## config.mk

```make
export PLATFORM = sky130hd
export DESIGN_NAME = acft_cell
export DESIGN_NICKNAME = d
export VERILOG_FILES = /design/src/hw/rtl/acft_pkg.sv /design/src/hw/rtl/acft_cell.sv
export SDC_FILE = /design/constraint.sdc
export NUM_CORES = 1
export LEC_CHECK = 0
export ABC_AREA = 1
export BUFFER_PORTS_ARGS = -buffer_cell sky130_fd_sc_hd__buf_2
export CORE_ASPECT_RATIO = 0.75
export CORE_MARGIN = 4
export CORE_UTILIZATION = 35
export DETAILED_ROUTE_END_ITERATION = 6
export GPL_TIMING_DRIVEN = 0
export PLACE_DENSITY = 0.61
export SYNTH_ARGS = -nofsm -noshare
export SYNTH_HDL_FRONTEND = slang
export SYNTH_SLANG_ARGS = --single-unit
```

## constraint.sdc

```tcl
create_clock -name clk -period 2.6 [get_ports clk]
set_clock_uncertainty 0.05 [all_clocks]
set_input_delay 0.26 -clock clk [delete_from_list [all_inputs] [get_ports clk]]
set_output_delay 0.26 -clock clk [all_outputs]
set_load 0.05 [all_outputs]
```

## src/hw/rtl/acft_pkg.sv

```systemverilog
`timescale 1ns / 1ps
// Shared types and constants for the adaptive cumulative frequency table.
// No dependencies; every other file of the block refers to this package.
package acft_pkg;

  // Fixed field widths of the request and response channels.
  localparam int OP_W     = 2;
  localparam int SYM_W    = 8;
  localparam int CELL_W   = 8;
  localparam int TARGET_W = 16;
  localparam int OUT_W    = 16;
  localparam int STATUS_W = 2;

  // Cells per group in the first level of the collection tree.
  localparam int GRP_SIZE = 16;

  // Offset that maps a signed byte symbol onto its cell number.
  localparam logic [CELL_W-1:0] SYM_OFFSET = 8'h80;

  typedef enum logic [OP_W-1:0] {
    OP_UPDATE = 2'd0,
    OP_ENCODE = 2'd1,
    OP_DECODE = 2'd2,
    OP_NONE   = 2'd3
  } op_t;

  typedef enum logic [STATUS_W-1:0] {
    ST_OK       = 2'd0,
    ST_UNKNOWN  = 2'd1,
    ST_RANGE    = 2'd2,
    ST_OVERFLOW = 2'd3
  } status_t;

  // Command broadcast to every cell of the chain.
  typedef struct packed {
    logic                upd;
    logic                dec;
    logic [CELL_W-1:0]   addr;
    logic [TARGET_W-1:0] target;
  } cell_cmd_t;

  // Load enables of the two levels of the collection tree.
  typedef struct packed {
    logic grp_en;
    logic sel_en;
  } gather_ctl_t;

endpackage

```

## src/hw/rtl/acft_cell.sv

```systemverilog
`timescale 1ns / 1ps
// One cell of the chain: holds the count and cumulative upper bound of one symbol.
// Depends on acft_pkg for the command struct and field widths.
module acft_cell #(
  parameter int COUNT_WIDTH = 16,
  parameter int IDX         = 0
) (
  input  logic                                   clk,
  input  logic                                   rst,
  input  acft_pkg::cell_cmd_t                    cmd,
  input  logic [COUNT_WIDTH-1:0]                 prev_upper,
  output logic [COUNT_WIDTH-1:0]                 upper,
  output logic                                   hit,
  output logic [acft_pkg::CELL_W+2*COUNT_WIDTH-1:0] word
);

  localparam int CMP_W = (COUNT_WIDTH > acft_pkg::TARGET_W) ? COUNT_WIDTH
                                                             : acft_pkg::TARGET_W;
  localparam logic [acft_pkg::CELL_W-1:0] IDX_B = acft_pkg::CELL_W'(IDX);

  logic [COUNT_WIDTH-1:0] count;
  logic                   at_cell;
  logic                   past_cell;
  logic                   dec_hit;

  // Position of this cell relative to the addressed one.
  assign at_cell   = (cmd.addr == IDX_B);
  assign past_cell = (cmd.addr <= IDX_B);

  // The bounds rise along the chain, so the first range holding the target is
  // the one cell whose bound exceeds it while its left neighbour's does not.
  assign dec_hit = (CMP_W'(cmd.target) < CMP_W'(upper)) &&
                   !(CMP_W'(cmd.target) < CMP_W'(prev_upper));

  assign hit  = cmd.dec ? dec_hit : at_cell;
  assign word = hit ? {IDX_B, count, upper} : '0;

  // Count and bound update: this cell and every later one raise their bound.
  always_ff @(posedge clk) begin
    if (rst) begin
      count <= '0;
      upper <= '0;
    end else if (cmd.upd) begin
      if (past_cell) begin
        upper <= upper + COUNT_WIDTH'(1);
      end
      if (at_cell) begin
        count <= count + COUNT_WIDTH'(1);
      end
    end
  end

endmodule

```

==> qor.csv <==
stage,metric,value,unit
outcome,status,finished clean,
critical_path,rr_worst_depth,7,
min_path,hold_depth,3,
synth,synth_fa_ha_area_share,14.59,%
routing,route.met3.wl,536,µm
floorplanning,rows,27,
synth,yosys.area.top_type,dfxtp_1,
synth,synth_seq_cells,32,
synth,ys_top_cells_by_area,"dfxtp_1 (23%), ha_1 (15%), a21oi_1 (12%), nand2_1 (10%), inv_1 (8.8%)",
routing,drtIter0Drc,131,
routing,met1_length,4.072,mm
sta,relSlewSlack,20.29,%
critical_path,r2r_end,upper[12]$_SDFFE_PP0P_,
clock_tree,numCtsBuffers,5,
floorplanning,die_y,84.70,µm
grt,grt_max_degree,11,
synth,syn_area_per_cell,6.728,µm²
min_path,hold_path_startpoint,cmd[25],
grt,grt_pass1_vias,2895,
power_and_ir_drop,peakVddDrop,0.0001952,V
sta,setup_viol,0,
sta,drv_slew,0,
floorplanning,die_area,9338,µm²
sta,fmax,395.6,MHz
routing,routed_wl,8.509,mm
routing,vias,2999,
sta,hold_viol_final,0,
floorplanning,start_util,36.60,%
routing,wl_met2,3.836,mm
final_layout,fin_nets,608,
sta,timing.final.crit_share,97.22,%
clock_tree,cts_buffer_depth,2,
placed_design,gp_congestion,0.8742,
clock_tree,clk_latency,0.28,ns
clock_tree,cts_num_sinks,32,
grt,grt_usage,18.01,%
final_layout,insertedDiodeCount,0,
min_path,whs_endpoint,count[5]$_SDFFE_PP0P_,
floorplanning,core,7500,µm²
critical_path,path_cells,inv_4 > ha_1 > a21oi_1 > o21a_1 > nand2_2 > a21oi_4 > nand2_4 > buf_6 > buf_12 > a21oi_4 > buf_8,
clock_tree,htree_levels,2,
sta,hold_ws,0.3082,ns
synth,synth_compound_area_share,16.68,%
routing,top_layer,met4,
synth,ys_types,32,
routing,drc,0,
synth,synth_cells,408,
clock_tree,tritoncts,built,
clock_tree,cts.clk_slew.worst_paths,0.07,ns
sta,tightest_slew,1.196,ns
critical_path,start_kind,register,
grt,overflow,0,
critical_path,critPathSlowestCell,dfxtp_2,
clock_tree,root_buffer,clkbuf_8,
synth,synthSimpleGateAreaFrac,28.30,%
critical_path,reg2reg_slack,1.01,ns
grt,antenna_found_initial,0,
power_and_ir_drop,power,1.113,mW
synth,synth_top_area_share,23.34,%
grt,grt_pass1_wl,13.54,mm
critical_path,crit_path_frequent_cell,a21oi_4,
flow_run,cap_violations,0,
routing,drtPass1Iterations,4,
sta,period_needed,2.528,ns
power_and_ir_drop,power.density,259.3,nW/µm²
floorplanning,ios,101,
synth,synth_area,2745,µm²
synth,yosys_warnings,0,
critical_path,worstPathArrival,2.22,ns
power_and_ir_drop,p_leak,1.864,nW
synth,ys_seq_area_share,23.34,%
routing,wl_per_cell,13.42,µm
critical_path,cp_max_fo,5,
final_layout,drive_above_1_share,40.53,%
critical_path,critPathBufInv,4,
placed_design,io_buffers,91,
final_layout,syn_to_final_growth,56.38,%
synth,synth_xor_area_share,2.871,%
critical_path,max_stage_delay,0.36,ns
floorplanning,fp.dieW,110.3,µm
sta,finalSetupTns,0,ns
critical_path,critPathCaptureType,primary output,
synth,synth_top_family_by_area,simple AND/OR/NAND/NOR gates,
min_path,hold_path_class,in -> reg,
critical_path,worst_ep_required_time,2.29,ns
critical_path,critPathTopFamily,compound AO/OA/AOI/OAI gates,
synth,muxShareOfSynthArea,0,%
critical_path,path_class,reg -> out,
placed_design,hpwl,6.581,mm
routing,drtAntennaViolNets,0,
routing,routed_via_density,4.730,
critical_path,r2r-start,upper[0]$_SDFFE_PP0P_,
[metrics by stage]
step	utilization [%]	area (µm²)	setup slack (ns)	cells
after floorplan	-	3060	-0.2201	415
after global placement	48.57	3642	0.09202	607
after detailed placement	48.57	3642	0.02536	607
after CTS	53.94	4045	0.001239	623
after global routing	57.24	4293	-0.01706	634
final	57.24	4293	0.07216	634
[worst register-to-register path, delay by kind of cell (launching register included)]
kind | cells | cell delay (ns)
and+or+nand+nor | 3 | 0.38
buffers and inverters | 1 | 0.09
xor gates and xnor gates | 1 | 0.16
AOI/OAI and AO/OA | 1 | 0.05
adders and majority gates | 1 | 0.30
DFF | 1 | 0.43
[sequential cells by signal, indices dropped and copies added (netlist names)]
register	count
count	16
upper	16
[layout make-up]
cell class	instances	area, µm²
clock buffers	8	90.09
flip-flops and latches	32	674.4
plain buffers	19	145.1
repair buffers	111	848.3
multi-input cells	297	2151
fillers	725	3207
inverters	66	257.7
well taps	101	126.4
[synthesized netlist by cell type, drive strengths merged]
| master | n |
|---|---|
| a21o | 2 |
| a21oi | 67 |
| a31oi | 2 |
| and3 | 1 |
| buf | 13 |
| clkbuf | 7 |
| conb | 1 |
| dfxtp | 32 |
| ha | 32 |
| inv | 66 |
| nand2 | 80 |
| nand3 | 13 |
| nand3b | 1 |
| nand4 | 9 |
| nor2 | 32 |
| nor3 | 17 |
| nor3b | 5 |
| nor4 | 1 |
| o21a | 2 |
| o21ai | 16 |
| xor2 | 9 |
[what timing repair did]
| action | CTS | global route |
|---|---|---|
| endpoints found under the setup margin | 33 | 33 |
| pin swaps | 2 | 7 |
| resized for setup | 83 | 42 |
| hold buffers | 0 | 0 |
| cloned | 2 | 0 |
| buffers inserted | 6 | 12 |
[layer usage]
metal	GRT usage, %	up-vias
li1	-	1577
met1	25.47	1332
met2	28.52	84
met3	3.613	6
met4	3.244	0
met5	0	-
[kinds of logic (layout without fill, tap and decap cells)]
| kind of cell | after synthesis | count (layout) |
|---|---|---|
| other | 1 | 8 |
| XOR/XNOR | 9 | 9 |
| adder cells (fa/ha/maj) | 32 | 32 |
| buffers and inverters | 86 | 204 |
| AND/OR/NAND/NOR | 159 | 159 |
| flip-flops | 32 | 32 |
| AO/OA/AOI/OAI | 89 | 89 |
[power breakdown]
part	switching [mW]	leakage (nW)	total, mW	internal (mW)
logic	0.132	1.55	0.232	0.0995
registers	0.000159	0.267	0.484	0.484
clock network	0.181	0.0455	0.397	0.216
[placed cells by master, fill, tap and decap left out, drive strengths merged]
master,Yosys,routed
a31oi,2,2
nand3,13,13
nor4,1,1
nand4,9,9
and3,1,1
a21o,2,2
clkbuf,7,16
buf,13,121
nand3b,1,1
o21a,2,2
conb,1,8
nor2,32,32
ha,32,32
xor2,9,9
bufbuf,0,1
dfxtp,32,32
nor3b,5,5
nor3,17,17
nand2,80,80
a21oi,67,67
o21ai,16,16
inv,66,66
[how the worst max path moves through the flow]
stage                                 from        to  slack [ns]  cells past startpoint
floorplan           upper[13]$_SDFFE_PP0P_   word[0]       -0.22                      8
global placement     upper[2]$_SDFFE_PP0P_  word[18]        0.09                     13
detailed placement   upper[3]$_SDFFE_PP0P_  word[13]        0.03                     11
CTS                 upper[11]$_SDFFE_PP0P_   word[7]       0.001                     12
global route        upper[14]$_SDFFE_PP0P_  word[16]       -0.02                      9
finish               upper[5]$_SDFFE_PP0P_  word[30]        0.07                     11
(Power assumes the default switching activity.)
